==> src/frta_pkg.sv <==
// shared constants and types of the frame ring temporal averaging core
package frta_pkg;

  // field widths
  localparam int unsigned SAMPLE_W   = 8;
  localparam int unsigned INDEX_W    = 12;
  localparam int unsigned DATA_W     = 24;
  localparam int unsigned CFG_IDX_W  = 2;
  localparam int unsigned CFG_DATA_W = 4;
  localparam int unsigned MODE_W     = 2;

  // frame count and slot arithmetic cover up to sixteen frames
  localparam int unsigned CNT_W  = 5;
  localparam int unsigned SLOT_W = 4;

  // equal-weight division by reciprocal
  localparam int unsigned EQ_W      = SAMPLE_W + CNT_W;
  localparam int unsigned RCP_SHIFT = EQ_W + CNT_W;
  localparam int unsigned RCP_W     = RCP_SHIFT + 1;

  // register indexes
  localparam logic [CFG_IDX_W-1:0] REG_FRAMES = 2'd0;
  localparam logic [CFG_IDX_W-1:0] REG_MODE   = 2'd1;

  // averaging modes
  localparam logic [MODE_W-1:0] MODE_EQUAL  = 2'd0;
  localparam logic [MODE_W-1:0] MODE_NEWEST = 2'd1;
  localparam logic [MODE_W-1:0] MODE_DECR   = 2'd2;

  // register reset values
  localparam logic [CFG_DATA_W-1:0] FRAMES_RST = 4'd8;

  // controls for the weighting stage
  typedef struct packed {
    logic [MODE_W-1:0] mode;
    logic [CNT_W-1:0]  frames;
    logic [SLOT_W-1:0] slot;
    logic              pix_ok;
  } wt_ctrl_t;

  // controls for the divide and round stages
  typedef struct packed {
    logic             eq;
    logic [CNT_W-1:0] dsh;
    logic [CNT_W-1:0] frames;
  } dv_ctrl_t;

endpackage

==> src/frta_div.sv <==
// divide by frame count or power of two, round half to even, saturate
module frta_div #(
  parameter int unsigned MAX_FRAMES = 8
) (
  input  logic                               clk_i,
  input  logic                               div_en_i,
  input  logic [frta_pkg::SAMPLE_W+MAX_FRAMES+frta_pkg::SLOT_W-1:0] num_i,
  input  frta_pkg::dv_ctrl_t                 dv_i,
  output logic [frta_pkg::SAMPLE_W-1:0]      result_o
);
  import frta_pkg::*;

  localparam int unsigned NUMW = SAMPLE_W + MAX_FRAMES + SLOT_W;
  localparam int unsigned DENW = MAX_FRAMES + 1;
  localparam int unsigned TABN = 2 ** CNT_W;

  logic [RCP_W-1:0]        recip [TABN];
  logic [EQ_W+RCP_W-1:0]   prod_eq;
  logic [NUMW-1:0]         q_d, q_q;
  logic [NUMW-1:0]         num_q;
  logic [DENW-1:0]         den_d, den_q;
  logic                    eq_q;
  logic [CNT_W-1:0]        frames_q;
  logic [EQ_W-1:0]         back_eq;
  logic [NUMW-1:0]         rem_wide;
  logic [DENW-1:0]         rem;
  logic                    round_up;
  logic [NUMW:0]           q_rnd;

  // reciprocal table, ceil(2^shift / n)
  assign recip[0] = '0;
  for (genvar g = 1; g < TABN; g++) begin : g_rcp
    localparam longint unsigned RV = ((64'd1 << RCP_SHIFT) + g - 1) / g;
    assign recip[g] = RCP_W'(RV);
  end

  // quotient: reciprocal multiply for equal weights, shift otherwise
  assign prod_eq = (EQ_W+RCP_W)'(num_i[EQ_W-1:0]) * (EQ_W+RCP_W)'(recip[dv_i.frames]);

  always_comb begin
    if (dv_i.eq) begin
      q_d   = NUMW'(prod_eq >> RCP_SHIFT);
      den_d = DENW'(dv_i.frames);
    end else begin
      q_d   = num_i >> dv_i.dsh;
      den_d = DENW'(1) << dv_i.dsh;
    end
  end

  always_ff @(posedge clk_i) begin
    if (div_en_i) begin
      q_q      <= q_d;
      num_q    <= num_i;
      den_q    <= den_d;
      eq_q     <= dv_i.eq;
      frames_q <= dv_i.frames;
    end
  end

  // remainder, then round half to even and saturate
  assign back_eq = EQ_W'(q_q[SAMPLE_W-1:0]) * EQ_W'(frames_q);

  always_comb begin
    if (eq_q) begin
      rem_wide = NUMW'(num_q[EQ_W-1:0] - back_eq);
    end else begin
      rem_wide = num_q & NUMW'(den_q - DENW'(1));
    end
    rem      = rem_wide[DENW-1:0];
    round_up = ({rem, 1'b0} > {1'b0, den_q}) ||
               (({rem, 1'b0} == {1'b0, den_q}) && q_q[0]);
    q_rnd    = {1'b0, q_q} + (NUMW+1)'(round_up);
    if (q_rnd > (NUMW+1)'(255)) begin
      result_o = '1;
    end else begin
      result_o = q_rnd[SAMPLE_W-1:0];
    end
  end

endmodule

==> config.mk <==
export PLATFORM = sky130hd
export DESIGN_NAME = frta_div
export DESIGN_NICKNAME = d
export VERILOG_FILES = /design/src/frta_pkg.sv /design/src/frta_div.sv
export SDC_FILE = /design/constraint.sdc
export NUM_CORES = 1
export LEC_CHECK = 0
export ABC_AREA = 1
export BUFFER_PORTS_ARGS = -buffer_cell sky130_fd_sc_hd__buf_2
export CORE_ASPECT_RATIO = 0.5
export CORE_MARGIN = 2
export CORE_UTILIZATION = 70
export DETAILED_ROUTE_END_ITERATION = 8
export PLACE_DENSITY = 0.95
export SETUP_SLACK_MARGIN = 0.3
export SLEW_MARGIN = 10
export SYNTH_ARGS = -nofsm -noshare
export SYNTH_HDL_FRONTEND = slang
export SYNTH_SLANG_ARGS = --single-unit
==> constraint.sdc <==
create_clock -name clk_i -period 9.15 [get_ports clk_i]
set_clock_uncertainty 0.15 [all_clocks]
set_input_delay 0.915 -clock clk_i [delete_from_list [all_inputs] [get_ports clk_i]]
set_output_delay 0.915 -clock clk_i [all_outputs]
set_load 0.05 [all_outputs]
# Word level (Yosys, flattened, before mapping)
# Memories as Yosys holds them, arrays and structs flattened.
# Cells that the tools add are included.
dict set report totals {
  ff_bits 44
  romBits 608
  in_bits 33
  elab_cells 29
  mem_count 1
}
# name words word_bits read_ports rd_clocked_by_memory_dff wr line_no
set memory_table {}
lappend memory_table {{(no name shown)} 32 19 1 0 0 frta_div.sv:38} ;# assign prod_eq = (EQ_W+RCP_W)'(num_i[EQ_W-1:0]) * (EQ_W+RCP_W)'(recip[dv_i.frames]);
dict set report classes {
  add_sub_neg 3
  mul 2
  n_lt_le_gt_ge 3
  n_eq_ne 1
  shifts 2
  muxes 6
  bitwise 2
  reduce_logical 2
}
# cell count
set ops {}
lappend ops {{19-bit two-way mux} 2}
lappend ops {{13-bit by 19-bit multiplier with 32-bit output} 1}
lappend ops {{20-bit by 1-bit adder with 21-bit output} 1}
lappend ops {{21-bit by 8-bit greater-than comparator with 1-bit output (second input constant)} 1}
lappend ops {{20-bit by 5-bit >> shifter with 20-bit output} 1}
lappend ops {{14-bit two-way mux} 1}
lappend ops {{10-bit by 9-bit equality test with 1-bit output} 1}
lappend ops {{10-bit by 9-bit greater-than comparator with 1-bit output} 1}
lappend ops {{9-bit AND} 1}
lappend ops {{8-bit by 5-bit multiplier with 9-bit output} 1}
lappend ops {{9-bit two-way mux} 1}
lappend ops {{1-bit by 5-bit left shift with 9-bit output (first input constant)} 1}
lappend ops {{9-bit by 1-bit subtractor with 9-bit output (second input constant)} 1}
lappend ops {{9-bit subtractor} 1}
lappend ops {{8-bit two-way mux} 1}
lappend ops {{6-bit >= comparator (second input constant)} 1}
lappend ops {{5-bit inverter with 6-bit output} 1}
lappend ops {{5-bit two-way mux} 1}
lappend ops {{1-bit logical AND} 1}
lappend ops {{1-bit logical OR} 1}

# Longest topological paths before layout
dict set report logic_depth {
  word_depth 9
  mapped_depth 33
  mapped_depth_nobuf 32
}

# Worst setup path before layout
# OpenSTA, ideal clock, no wires.
dict set report synth_path {
  kind {reg-to-output}
  start {register frames_q[1]}
  end {output result_o[2] (netlist name)}
  t_arrival_ns 5.710
  path_slack_ns 2.375
  path_stages_with_launch 33
  cell_sequence {edfxtp_1 > clkbuf_1 > nand2_1 > inv_1 > fa_1 > inv_1 > fa_1 > inv_1 > fa_1 > inv_1 > ha_1 > nand2_1 > nand2_1 > a21oi_1 > nand2_1 > a32o_1 > ha_1 > nand2_1 > inv_1 > o21ai_0 > nand2_1 > a21oi_1 > o21ai_0 > ha_1 > ha_1 > nand2_1 > nor2_1 > nand4_1 > nor3_1 > xnor2_1 > inv_1 > nor4_4 > o21ai_0}
}
dict set report synth_via {
  elab_chain_len 9
}
# element line_no
set synth_rtl {}
lappend synth_rtl {{from (decl)} frta_div.sv:23} ;# logic [CNT_W-1:0] frames_q;
lappend synth_rtl {{from (signal assigned)} frta_div.sv:56} ;# frames_q <= dv_i.frames;
lappend synth_rtl {{8-bit by 5-bit multiplier with 9-bit output (*)} frta_div.sv:61} ;# assign back_eq = EQ_W'(q_q[SAMPLE_W-1:0]) * EQ_W'(frames_q);
lappend synth_rtl {{9-bit subtractor (*)} frta_div.sv:65} ;# rem_wide = NUMW'(num_q[EQ_W-1:0] - back_eq);
lappend synth_rtl {{9-bit two-way mux (*)} frta_div.sv:64} ;# if (eq_q) begin
lappend synth_rtl {{branches (longest 2 deep; another with 10-bit by 9-bit greater-than comparator with 1-bit output)} n/a}
lappend synth_rtl {{1-bit logical OR (*)} frta_div.sv:70} ;# round_up = ({rem, 1'b0} > {1'b0, den_q}) ||
lappend synth_rtl {{20-bit by 1-bit adder with 21-bit output (*)} frta_div.sv:72} ;# q_rnd = {1'b0, q_q} + (NUMW+1)'(round_up);
lappend synth_rtl {{21-bit by 8-bit greater-than comparator with 1-bit output} frta_div.sv:73} ;# if (q_rnd > (NUMW+1)'(255)) begin
lappend synth_rtl {{8-bit two-way mux (*)} frta_div.sv:73}
lappend synth_rtl {{to (decl)} frta_div.sv:9} ;# output logic [frta_pkg::SAMPLE_W-1:0] result_o
# Every way passes the cells marked *.

# Worst setup path after layout
dict set report layout_path {
  start {input dv_i[0] (netlist name)}
  end {register q_q[5], data pin}
}
dict set report layout_via {
  elab_chain_len 6
}
# element line_no
set layout_rtl {}
lappend layout_rtl {{from (decl)} frta_div.sv:8} ;# input frta_pkg::dv_ctrl_t dv_i,
lappend layout_rtl {{5-bit inverter with 6-bit output (implied by the code)} frta_div.sv:38}
lappend layout_rtl {{memory read 32 x 19 bit} n/a}
lappend layout_rtl {{19-bit two-way mux (implied by the code) (2 in a row)} frta_div.sv:38}
lappend layout_rtl {{13-bit by 19-bit multiplier with 32-bit output} frta_div.sv:38}
lappend layout_rtl {{14-bit two-way mux} frta_div.sv:41} ;# if (dv_i.eq) begin
lappend layout_rtl {{named net q_d[5]} frta_div.sv:19} ;# logic [NUMW-1:0] q_d, q_q;
lappend layout_rtl {{to (signal assigned)} frta_div.sv:52} ;# q_q <= q_d;
lappend layout_rtl {{to (decl)} frta_div.sv:19}
# The timed path passes the listed nets, and every way through them passes these cells. The select of a mux whose other input is x is not followed.
# A chain may end at the register's enable or synchronous reset.

==> metrics.txt <==
Rows 34; CP bufs+invs 7; router iterations before antenna repair 6; CTS tree done; WL final 35,800 um; Placed Cells 1,920; GR peak layer met2; WL/cell between 15 and 20 um; Crit path required time 9.03 ns; Static Leak 6.89 nW; most frequent cells in the layout 438 x nand2_1, 351 x inv_1, 206 x fa_1, 167 x nor2_1, 107 x ha_1; CP peak stage delay 0.53 ns; met3 global-route usage 13.2%; Top delay family on crit path adder cells; Finished Layout Cells approximately 1,900; Yosys cell types 52; Period minus WS final 7.60 ns; Cell Area, Synth around 0.013 mm^2; M1 GR Usage approximately 50%; antenna violations before repair 0; PwrDens 373 mW/mm^2; layout overhead on the synthesized area 3.69%; slowest CP cell fa_1; register area share after synthesis approximately a tenth; post-synth top area share 32.7%; FFs w/ async S/R, synth 0%; Pins Over Slew Limit 0; H-tree levels 2; MaxCap Viol Count 0; Mapped Cells 1,693; critical-path maximum fanout 11; Synth area leaders fa_1 33%, nand2_1 13%, ha_1 11%, edfxtp_1 10%, inv_1 10%; clk root buf clkbuf_16; fraction of layout cells with a size suffix above 1 4.66%; maximum vdd ir drop just under 500 uV; period utilization 83.1%; Via density 5.93; final setup fails 0; Post-synth EDFFs 44; CTS buffer count 5; Overflow after GRT 0; clock buffer depth 2; #FFs+latches synth 44; worst slew margin relative to its limit 16.7%; worst-margin pin slew approximately 1.2 ns; unrepaired setup endpoints after global routing false; setup_tns 0 ns; Synth area leader fa_1; Core Region around 0.017 mm^2; Post-CTS Hold Buffers 0; DRT antenna net count 0; total number of vias 11,400; TritonCTS Sinks 44; Post-CTS Resized 0; port bufs 40; Net Count, Synth around 2,000; WP data arrival 7.49 ns; Initial Utilization between 70 and 80%; pin count of the biggest net entering global routing between 40 and 50; status completed; Achievable Freq 132 MHz; commonest non-fill, non-tap cell in the layout nand2_1; average cell area after synthesis 7.44 um^2; Remaining DRCs 0; Die Y 98.9 um; CTS clk-pin slew, worst paths 0.07 ns; diode count 0; nets 2,039; yosys warns 0; post-DP HPWL 28,900 um; Startpoint Class input pin; final hold violations 0; Hold Crit Class in -> reg; CP Class in -> reg; total die area 0.0191 mm^2; filler instances 1,275; Crit. End Element flip-flop; initial drt markers 1,326; Die Wd 194 um; Placer Congestion 1.06; GRT Overall Usage between 30% and 40%; postcts setup bufs 0; first-pass GRT wire length slightly below 60,000 um; met2 Track Usage GR a little over 60%; Synth Flop Type edfxtp_1; Top Ports 41; vias in the first global route 11,900
## cell type report
class / count / area (um^2) / area share (%)
Multi-Input combinational cell: 1235 / 9700 / 74.2
Inverter: 367 / 1380 / 10.5
Sequential cell: 44 / 1320 / 10.1
Tap cell: 234 / 293 / 2.24
Timing Repair Buffer: 40 / 200 / 1.53
Clock buffer: 5 / 125 / 0.958
Clock inverter: 3 / 46.3 / 0.354
## routing by layer
layer  routed length, um  part of all wire, %  up-vias
li1                    -                    -     5192
met1               13500                   38     5332
met2               15600                   44      766
met3                5170                   14      152
met4                1460                  4.1        0
met5                   0                    0        -
## synthesized netlist by cell type (all sizes together) (3+ instances only)
cell,n
clkinv,10
nand4,10
xor2,8
o21bai,5
nand3b,5
mux2i,11
o221ai,4
a21boi,3
nand3,58
o311ai,5
ha,107
fa,206
edfxtp,44
nand2,451
o22ai,13
a31oi,4
a21oi,59
xnor2,11
nor4,3
o211ai,5
nor3,15
nor2,169
o21ai,67
buf,14
clkbuf,33
inv,357
## flip-flops by register name (all words and copies together), names as in the netlist
register,flops
q_q,20
eq_q,1
frames_q,5
den_q,9
num_q,9
## kinds of logic after synthesis
group                      count (synthesis)  share of synthesized area [%]
and+or+nand+nor                          714                           23.2
buffers and inverters                    414                           12.5
adders and majority gates                313                           43.4
AOI/OAI and AO/OA                        178                           8.23
DFF                                       44                           10.5
xor gates and xnor gates                  19                           1.32
muxes                                     11                          0.874
## path summary, 6_finish.rpt
| check | start | endpoint | slack [ns] | cells past startpoint |
|---|---|---|---|---|
| hold / removal | num_i[0] | num_q[0]$_DFFE_PP_ | 0.78 | 1 |
| setup / recovery | dv_i[0] | q_q[5]$_DFFE_PP_ | 1.55 | 25 |
## power breakdown
part           internal [mW]  switching [mW]  total, mW
registers              0.283          0.0642      0.347
clock network          0.130          0.0801      0.210
logic                   1.55            2.76       4.31
total                   1.97            2.90       4.87
## per-stage QoR
step                worst slack [ns]  area (um^2)  util (%)  hold WS (ns)  power (mW)
finish                          1.55        13100      74.7         0.776        4.87
global route                    1.05        13100      74.7         0.767        5.44
CTS                             1.61        13100      74.7         0.762        4.73
detailed placement              1.50        12900      73.7          1.06        4.50
global placement                1.56        12900      73.7          1.06        4.36
floorplan                       2.38        12600         -         0.864        3.48
No activity file was read; power rests on OpenSTA's default activity.
