[config.mk]
export PLATFORM = sky130hd
export DESIGN_NAME = frta_weight
export DESIGN_NICKNAME = d
export VERILOG_FILES = /design/src/frta_pkg.sv /design/src/frta_weight.sv
export SDC_FILE = /design/constraint.sdc
export NUM_CORES = 1
export LEC_CHECK = 0
export ABC_AREA = 1
export BUFFER_PORTS_ARGS = -buffer_cell sky130_fd_sc_hd__buf_2
export CORE_MARGIN = 2
export CORE_UTILIZATION = 40
export DETAILED_ROUTE_END_ITERATION = 12
export SYNTH_ARGS = -nofsm -noshare
export SYNTH_HDL_FRONTEND = slang
export SYNTH_SLANG_ARGS = --single-unit
export TNS_END_PERCENT = 30
[constraint.sdc]
create_clock -name clk_i -period 7.5 [get_ports clk_i]
set_input_delay 0.375 -clock clk_i [delete_from_list [all_inputs] [get_ports clk_i]]
set_output_delay 0.375 -clock clk_i [all_outputs]
set_load 0.01 [all_outputs]
[src/frta_pkg.sv]
// shared constants and types of the frame ring temporal averaging core
package frta_pkg;

  // field widths
  localparam int unsigned SAMPLE_W   = 8;
  localparam int unsigned INDEX_W    = 12;
  localparam int unsigned DATA_W     = 24;
  localparam int unsigned CFG_IDX_W  = 2;
  localparam int unsigned CFG_DATA_W = 4;
  localparam int unsigned MODE_W     = 2;

  // frame count and slot arithmetic cover up to sixteen frames
  localparam int unsigned CNT_W  = 5;
  localparam int unsigned SLOT_W = 4;

  // equal-weight division by reciprocal
  localparam int unsigned EQ_W      = SAMPLE_W + CNT_W;
  localparam int unsigned RCP_SHIFT = EQ_W + CNT_W;
  localparam int unsigned RCP_W     = RCP_SHIFT + 1;

  // register indexes
  localparam logic [CFG_IDX_W-1:0] REG_FRAMES = 2'd0;
  localparam logic [CFG_IDX_W-1:0] REG_MODE   = 2'd1;

  // averaging modes
  localparam logic [MODE_W-1:0] MODE_EQUAL  = 2'd0;
  localparam logic [MODE_W-1:0] MODE_NEWEST = 2'd1;
  localparam logic [MODE_W-1:0] MODE_DECR   = 2'd2;

  // register reset values
  localparam logic [CFG_DATA_W-1:0] FRAMES_RST = 4'd8;

  // controls for the weighting stage
  typedef struct packed {
    logic [MODE_W-1:0] mode;
    logic [CNT_W-1:0]  frames;
    logic [SLOT_W-1:0] slot;
    logic              pix_ok;
  } wt_ctrl_t;

  // controls for the divide and round stages
  typedef struct packed {
    logic             eq;
    logic [CNT_W-1:0] dsh;
    logic [CNT_W-1:0] frames;
  } dv_ctrl_t;

endpackage

[src/frta_weight.sv]
// per-frame weighting of one pixel row and the weighted sum
module frta_weight #(
  parameter int unsigned MAX_FRAMES = 8
) (
  input  logic                                 clk_i,
  input  logic                                 rst_ni,
  input  logic                                 mrg_en_i,
  input  logic                                 sum_en_i,
  input  logic [MAX_FRAMES*frta_pkg::SAMPLE_W-1:0] row_i,
  input  frta_pkg::wt_ctrl_t                   ctrl_i,
  output logic [frta_pkg::SAMPLE_W+MAX_FRAMES+frta_pkg::SLOT_W-1:0] num_o,
  output frta_pkg::dv_ctrl_t                   dv_o
);
  import frta_pkg::*;

  localparam int unsigned TW   = SAMPLE_W + MAX_FRAMES - 1;
  localparam int unsigned NUMW = SAMPLE_W + MAX_FRAMES + SLOT_W;
  localparam int unsigned KW   = CNT_W + 1;

  logic [TW-1:0]   terms_q [MAX_FRAMES];
  logic [TW-1:0]   terms_d [MAX_FRAMES];
  wt_ctrl_t        ctrl_q;
  logic [NUMW-1:0] num_q, num_d;
  dv_ctrl_t        dv_q, dv_d;

  // shift of each frame sample by its age
  always_comb begin
    logic [SAMPLE_W-1:0] x;
    logic [KW-1:0]       k1;
    logic [KW-1:0]       k2;
    logic [SLOT_W-1:0]   sh;
    logic                in_use;
    x      = '0;
    k1     = '0;
    k2     = '0;
    sh     = '0;
    in_use = 1'b0;
    for (int s = 0; s < MAX_FRAMES; s++) begin
      x      = row_i[SAMPLE_W*s +: SAMPLE_W];
      in_use = ctrl_i.pix_ok && (KW'(s) < KW'(ctrl_i.frames));
      // age counted from the oldest frame
      k1 = KW'(s) + KW'(ctrl_i.frames) - KW'(ctrl_i.slot) - KW'(1);
      if (k1 >= KW'(ctrl_i.frames)) begin
        k1 = k1 - KW'(ctrl_i.frames);
      end
      // age counted from the newest frame
      k2 = KW'(ctrl_i.slot) + KW'(ctrl_i.frames) - KW'(s);
      if (k2 >= KW'(ctrl_i.frames)) begin
        k2 = k2 - KW'(ctrl_i.frames);
      end
      case (ctrl_i.mode)
        MODE_NEWEST: sh = (k1 == '0) ? '0 : SLOT_W'(k1 - KW'(1));
        MODE_DECR:   sh = SLOT_W'(KW'(ctrl_i.frames) - KW'(1) - k2);
        default:     sh = '0;
      endcase
      terms_d[s] = in_use ? (TW'(x) << sh) : '0;
    end
  end

  // sum of the weighted terms and the divisor for the next stages
  always_comb begin
    num_d = '0;
    for (int s = 0; s < MAX_FRAMES; s++) begin
      num_d = num_d + NUMW'(terms_q[s]);
    end
    dv_d.frames = ctrl_q.frames;
    case (ctrl_q.mode)
      MODE_NEWEST: begin
        dv_d.eq  = 1'b0;
        dv_d.dsh = ctrl_q.frames - CNT_W'(1);
      end
      MODE_DECR: begin
        dv_d.eq  = 1'b0;
        dv_d.dsh = ctrl_q.frames;
      end
      default: begin
        dv_d.eq  = 1'b1;
        dv_d.dsh = '0;
      end
    endcase
  end

  always_ff @(posedge clk_i or negedge rst_ni) begin
    if (!rst_ni) begin
      ctrl_q <= '0;
    end else if (mrg_en_i) begin
      ctrl_q <= ctrl_i;
    end
  end

  // payload registers
  always_ff @(posedge clk_i) begin
    if (mrg_en_i) begin
      terms_q <= terms_d;
    end
    if (sum_en_i) begin
      num_q <= num_d;
      dv_q  <= dv_d;
    end
  end

  assign num_o = num_q;
  assign dv_o  = dv_q;

endmodule

After elaboration in Yosys (flattened, before gate mapping):

Cells that the tools add are included.
W data, S select, Z words.

* word-level logic and storage cells: 171
* register bits: 158

* eq/ne operators: 4
* $add $sub $neg: 72
* multiplexer cells: 33
* shifts and indexed selects: 8
* order comparisons: 24
* reduce and logical (&&, ||, !) cells: 16

Operator list (count)
* $shl A8 B4 Y15: 8
* $ge A6 B5 Y1: 16
* $mux W4: 16
* $pmux W4 S2: 8
* $sub A4 B4 Y4: 16
* $sub A6 B1 Y6 const B: 9
* $logic_not A6 Y1: 8
* $mux W6: 8
* $sub A6 B5 Y6: 8
* $sub A6 B4 Y6: 7
* $add A20 B15 Y20: 2
* $sub A4 B1 Y4 const B: 9
* $add A3 B5 Y6 const A: 4
* $sub A6 B3 Y6 const B: 4
* $add A19 B15 Y20: 1
* $lt A3 B5 Y1 const A: 4
* $add A18 B15 Y19: 1
* $add A17 B15 Y18: 1
* $add A16 B15 Y17: 1
* $add A15 B15 Y16: 1
* $add A2 B5 Y6 const A: 2
* $pmux W6 S2: 1
* $sub A6 B2 Y6 const B: 2
* $lt A1 B5 Y1 const A: 2
* 8 further kinds: 18

Longest topological paths before layout:

* depth in word-level cells: 9
* mapped depth: 33

Least setup slack after synthesis:

No wires, ideal clock.

* path type: input -> register
* from: input port ctrl_i[1] (netlist name)
* to: register terms_q[37] (netlist name) (data pin)
* arrival time: 4.765 ns
* stages: 29
* setup time: 0.255 ns
* path buffers: 0
* path slack: 2.480 ns
* path through: ha_1 fa_1 or2_1 nand2_2 ha_1 inv_1 nand2_1 xor2_1 inv_1 ha_1 nand3_1 nand3b_1 a21oi_1 nand2_1 o21ai_0 ha_1 nand2_1 nor2_1 a211oi_1 xor2_1 inv_1 nand3_1 nand3_1 a21oi_2 inv_1 nand2_2 inv_1 o21ai_0 nor2_1

* word-level cells in the longest chain between the ends: 8

Ends and longest elaborated chain
* start, declared: line frta_weight.sv:10 `input frta_pkg::wt_ctrl_t ctrl_i,`
* $sub A6 B4 Y6: line frta_weight.sv:42 `k1 = KW'(s) + KW'(ctrl_i.frames) - KW'(ctrl_i.slot) - KW'(1);`
* $sub A6 B1 Y6: line frta_weight.sv:42
* $sub A6 B5 Y6 / $ge A6 B5 Y1 (equally long branches): line frta_weight.sv:44, frta_weight.sv:43
* $mux W6: line frta_weight.sv:43 `if (k1 >= KW'(ctrl_i.frames)) begin`
* $sub A4 B1 Y4 / $logic_not A6 Y1 (equally long branches): line frta_weight.sv:52 `MODE_NEWEST: sh = (k1 == '0) ? '0 : SLOT_W'(k1 - KW'(1));`
* $mux W4: line frta_weight.sv:52
* $pmux W4 S2 (*): line frta_weight.sv:51 `case (ctrl_i.mode)`
* $shl A8 B4 Y15 (*): line frta_weight.sv:56 `terms_d[s] = in_use ? (TW'(x) << sh) : '0;`
* end signal, assigned: line frta_weight.sv:94 `terms_q <= terms_d;`
* end, declared: line frta_weight.sv:20 `logic [TW-1:0] terms_q [MAX_FRAMES];`

Mark *: on every way between the ends. The rest lies on a longest branch, timed or not.
A chain may end at the register's enable or synchronous reset.

Final worst setup path:

* from: input port ctrl_i[5] (netlist name)
* to: register terms_q[98] (netlist name) (data pin)

* word-level cells in the longest chain between the ends: 9

Ends and longest elaborated chain (line)
* $add A1 B5 Y6: frta_weight.sv:42
* $sub A6 B4 Y6: frta_weight.sv:42
* $sub A6 B1 Y6: frta_weight.sv:42
* $sub A6 B5 Y6 / $ge A6 B5 Y1 (equally long branches): frta_weight.sv:44, frta_weight.sv:43
* $mux W6: frta_weight.sv:43
* $sub A4 B1 Y4 / $logic_not A6 Y1 (equally long branches): frta_weight.sv:52
* $mux W4: frta_weight.sv:52
* $pmux W4 S2: frta_weight.sv:51
* $shl A8 B4 Y15: frta_weight.sv:56

Parallel ways exist; a longest one is shown, timed or not.

==> results.sh <==
export IMPL_r2r_slack_ns=2.53
export IMPL_wl_per_cell_um=18.4
export IMPL_worst_pin_slew_ns=0.997
export IMPL_synth_edf_count=149
export IMPL_wl_um=59700
export IMPL_layout_drive_gt1_share_pct=9.92
export IMPL_drcViolationCount=0
export IMPL_layout_commonest_cell="nand2_1"
export IMPL_synth_warnings=0
export IMPL_numCtsBuffers=17
export IMPL_drv_slew=0
export IMPL_dieHeight_um=220
export IMPL_hp_class="primary input to register"
export IMPL_postRouteAntennaNets=0
export IMPL_ys_seq_elements=156
export IMPL_n_antenna_cell=0
export IMPL_leakage_nw=10.0
export IMPL_maxCapViolCount=0
export IMPL_synth_avg_cell_area_um2=7.42
export IMPL_start_kind="primary input"
export IMPL_hold_end="ctrl_q[11]"
export IMPL_min_delay_start="ctrl_i[11]"
export IMPL_gp_routability_congestion=0.919
export IMPL_cts_root_buf="clkbuf_16"
export IMPL_rows=79
export IMPL_clk_path_buf_depth=2
export IMPL_track_usage_pct=25.3
export IMPL_rr_endpoint="num_o[14]"
export IMPL_hold_viol=0
export IMPL_io_pins=111
export IMPL_reg2reg_depth=19
export IMPL_async_reset_ff_share_pct=4.49
export IMPL_endpoint_kind="register"
export IMPL_clockPowerShare_pct=11.7
export IMPL_coreArea_um2=46400
export IMPL_synth_seq_area_share_pct=24.9
export IMPL_timing_rr_start="terms_q[46]"
export IMPL_port_buffers=108
export IMPL_nNetsFinal=2956
export IMPL_dp_cells=3206
export IMPL_path_clk_slew_ns=0.07
export IMPL_synth_flop_cell="edfxtp_1"
export IMPL_fp_dieW_um=220
export IMPL_finalCritPeriodShare_pct=79.1
export IMPL_cts_sinks=156
export IMPL_status="finished, final reports clean"
export IMPL_syn_area_um2=18700
export IMPL_swShare_pct=48.9
export IMPL_grt_start_max_net_pins=71
export IMPL_start_util_pct=40.3
export IMPL_setup_viol=0
export IMPL_crit_required_ns=7.69
export IMPL_powerDensity_nw_per_um2=416
export IMPL_cts_hold_buf=1
export IMPL_min_path_cells=3
export IMPL_cts_setup_buffers=0
export IMPL_path_max_fanout=15
export IMPL_setup_tns_ns=0
export IMPL_dr_pass1_iters=5
export IMPL_fin_crit_ns=5.93
export IMPL_critPathKind="primary input to register"
export IMPL_synth_cells=2519
export IMPL_peakVddDrop_mv=0.505
export IMPL_rsz0062_at_grt="no"
export IMPL_slew_headroom_pct=33.5
export IMPL_vias_per_cell=5.30
export IMPL_combPwrFrac_pct=70.7
export IMPL_mostFrequentLayoutCells="nand2_1, nand3_1, inv_1, edfxtp_1, nor2_1"
export IMPL_yosysUniqueCellTypes=53
export IMPL_vias=17200
export IMPL_clkLatencyLatePin_ns=0.45
export IMPL_drt_initial_drc_count=1530
export IMPL_grt_pass1_wl_um=93000
export IMPL_arrival_ns=6.12
export IMPL_die_area_um2=48500
export IMPL_htree_num_levels=4
export IMPL_p_int_w=0.00438
export IMPL_final_cells=3239
export IMPL_grt_overflow=0
export IMPL_antenna_found_initial=0
export IMPL_grt_pass1_vias=16600
export IMPL_clock_skew_ns=0.0134
export IMPL_cts_resized=0
export IMPL_max_clock_freq_ghz=0.169
export IMPL_dpl_hpwl_um=48400
export IMPL_p_seq_share_pct=17.6
export IMPL_power_switching_w=0.00418
export IMPL_tritoncts="yes"
export IMPL_syn_to_final_growth_pct=9.94
==> worst max path at each step <==
stage,cells past startpoint,startpoint,to
after global routing,25,ctrl_i[5],terms_q[98]
after CTS,25,ctrl_i[5],terms_q[98]
after detailed placement,25,ctrl_i[5],terms_q[98]
after global placement,25,ctrl_i[5],terms_q[98]
final,25,ctrl_i[5],terms_q[98]
after floorplan,29,ctrl_i[1],terms_q[37]
==> sequential cells by signal (all words and copies together) (netlist names) <==
register  flops
dv_o         11
ctrl_q        7
num_o        18
terms_q     120
==> Yosys cell counts, types with 6 or more instances <==
cell	n	area [um^2]
nor3_1	15	75.1
nor2_2	10	62.6
or2_2	15	93.8
nor2_1	147	552
dfrtp_1	7	175
nand4_1	25	156
buf_4	6	45.0
o211ai_1	7	52.6
inv_1	335	1260
xnor2_1	39	342
xor2_1	70	613
o21ai_1	24	120
o21ai_0	86	430
buf_2	19	95.1
a21oi_1	133	666
edfxtp_1	149	4470
nand3_1	338	1690
a21oi_2	11	96.3
nand3b_1	21	158
o21a_1	6	45.0
nand2_1	666	2500
nand2_2	32	200
ha_1	143	1790
fa_1	114	2280
nor2_4	7	78.8
inv_2	16	60.1
o21bai_1	12	90.1
clkbuf_1	11	41.3
==> kinds of logic (layout without fill, tap and decap cells) <==
logic type	Yosys count	in the layout	share of synthesized area [%]
buf+inv	396	508	8.33
fa+ha+maj	257	257	21.8
other cells	1	2	0.0201
xor+xnor	110	110	5.25
flops	156	156	24.9
compound gates	301	301	9.03
simple gates	1298	1298	30.7
==> power groups by stage <==
| stage | registers, W | logic [W] | clock network (W) |
|---|---|---|---|
| floorplan | 0.00153 | 0.00461 | 0 |
| CTS | 0.00151 | 0.00605 | 0.00102 |
| global placement | 0.00153 | 0.00591 | 0 |
| detailed placement | 0.00153 | 0.00602 | 0 |
| finish | 0.00151 | 0.00605 | 0.00100 |
| global route | 0.00152 | 0.00694 | 0.00106 |
==> worst max-delay path: stages <==
cell     delay (ns)
buf_2          0.26
ha_1           0.40
fa_1           0.89
inv_1          0.32
ha_1           0.28
a21oi_1        0.28
xnor2_1        0.19
inv_1          0.07
ha_1           0.32
a21oi_1        0.14
nand2_1        0.06
a21oi_1        0.16
nand2_1        0.17
o21ai_0        0.21
ha_1           0.19
inv_1          0.05
fa_1           0.38
a21oi_1        0.14
o21ai_0        0.09
o21ai_0        0.11
nand2_1        0.34
inv_1          0.34
nand3_1        0.11
o21ai_0        0.09
a21oi_1        0.11
==> stage by stage <==
stage / setup slack [ns] / total power, W / area, um^2 / util, % / hold WS, ns
5_1_grt: 1.01 / 0.00952 / 20600 / 44.3 / 0.184
3_3_place_gp: 1.26 / 0.00744 / 19900 / 42.9 / 0.213
2_1_floorplan: 2.48 / 0.00614 / 18700 / - / 0.0794
3_5_place_dp: 1.20 / 0.00755 / 19900 / 42.9 / 0.215
4_1_cts: 1.69 / 0.00858 / 20600 / 44.3 / 0.169
6_report: 1.57 / 0.00856 / 20600 / 44.3 / 0.196
==> routing by layer <==
| layer | vias up | global-route usage [%] | wire length [um] |
|---|---|---|---|
| met1 | 8174 | 35.1 | 27400 |
| met5 | - | 0 | 0 |
| li1 | 8455 | - | - |
| met2 | 483 | 41.7 | 28100 |
| met4 | 0 | 7.16 | 1470 |
| met3 | 67 | 2.65 | 2740 |
==> cell type report <==
| type | instances | area [um^2] |
|---|---|---|
| timing repair buffer | 121 | 643 |
| fill | 4755 | 25800 |
| tap | 607 | 759 |
| clock buffer | 17 | 425 |
| sequential | 156 | 4650 |
| multi-input combinational | 1968 | 12500 |
| inverter | 355 | 1340 |
| clock inverter | 15 | 248 |
Note: power is estimated with default switching activity, not from simulation.
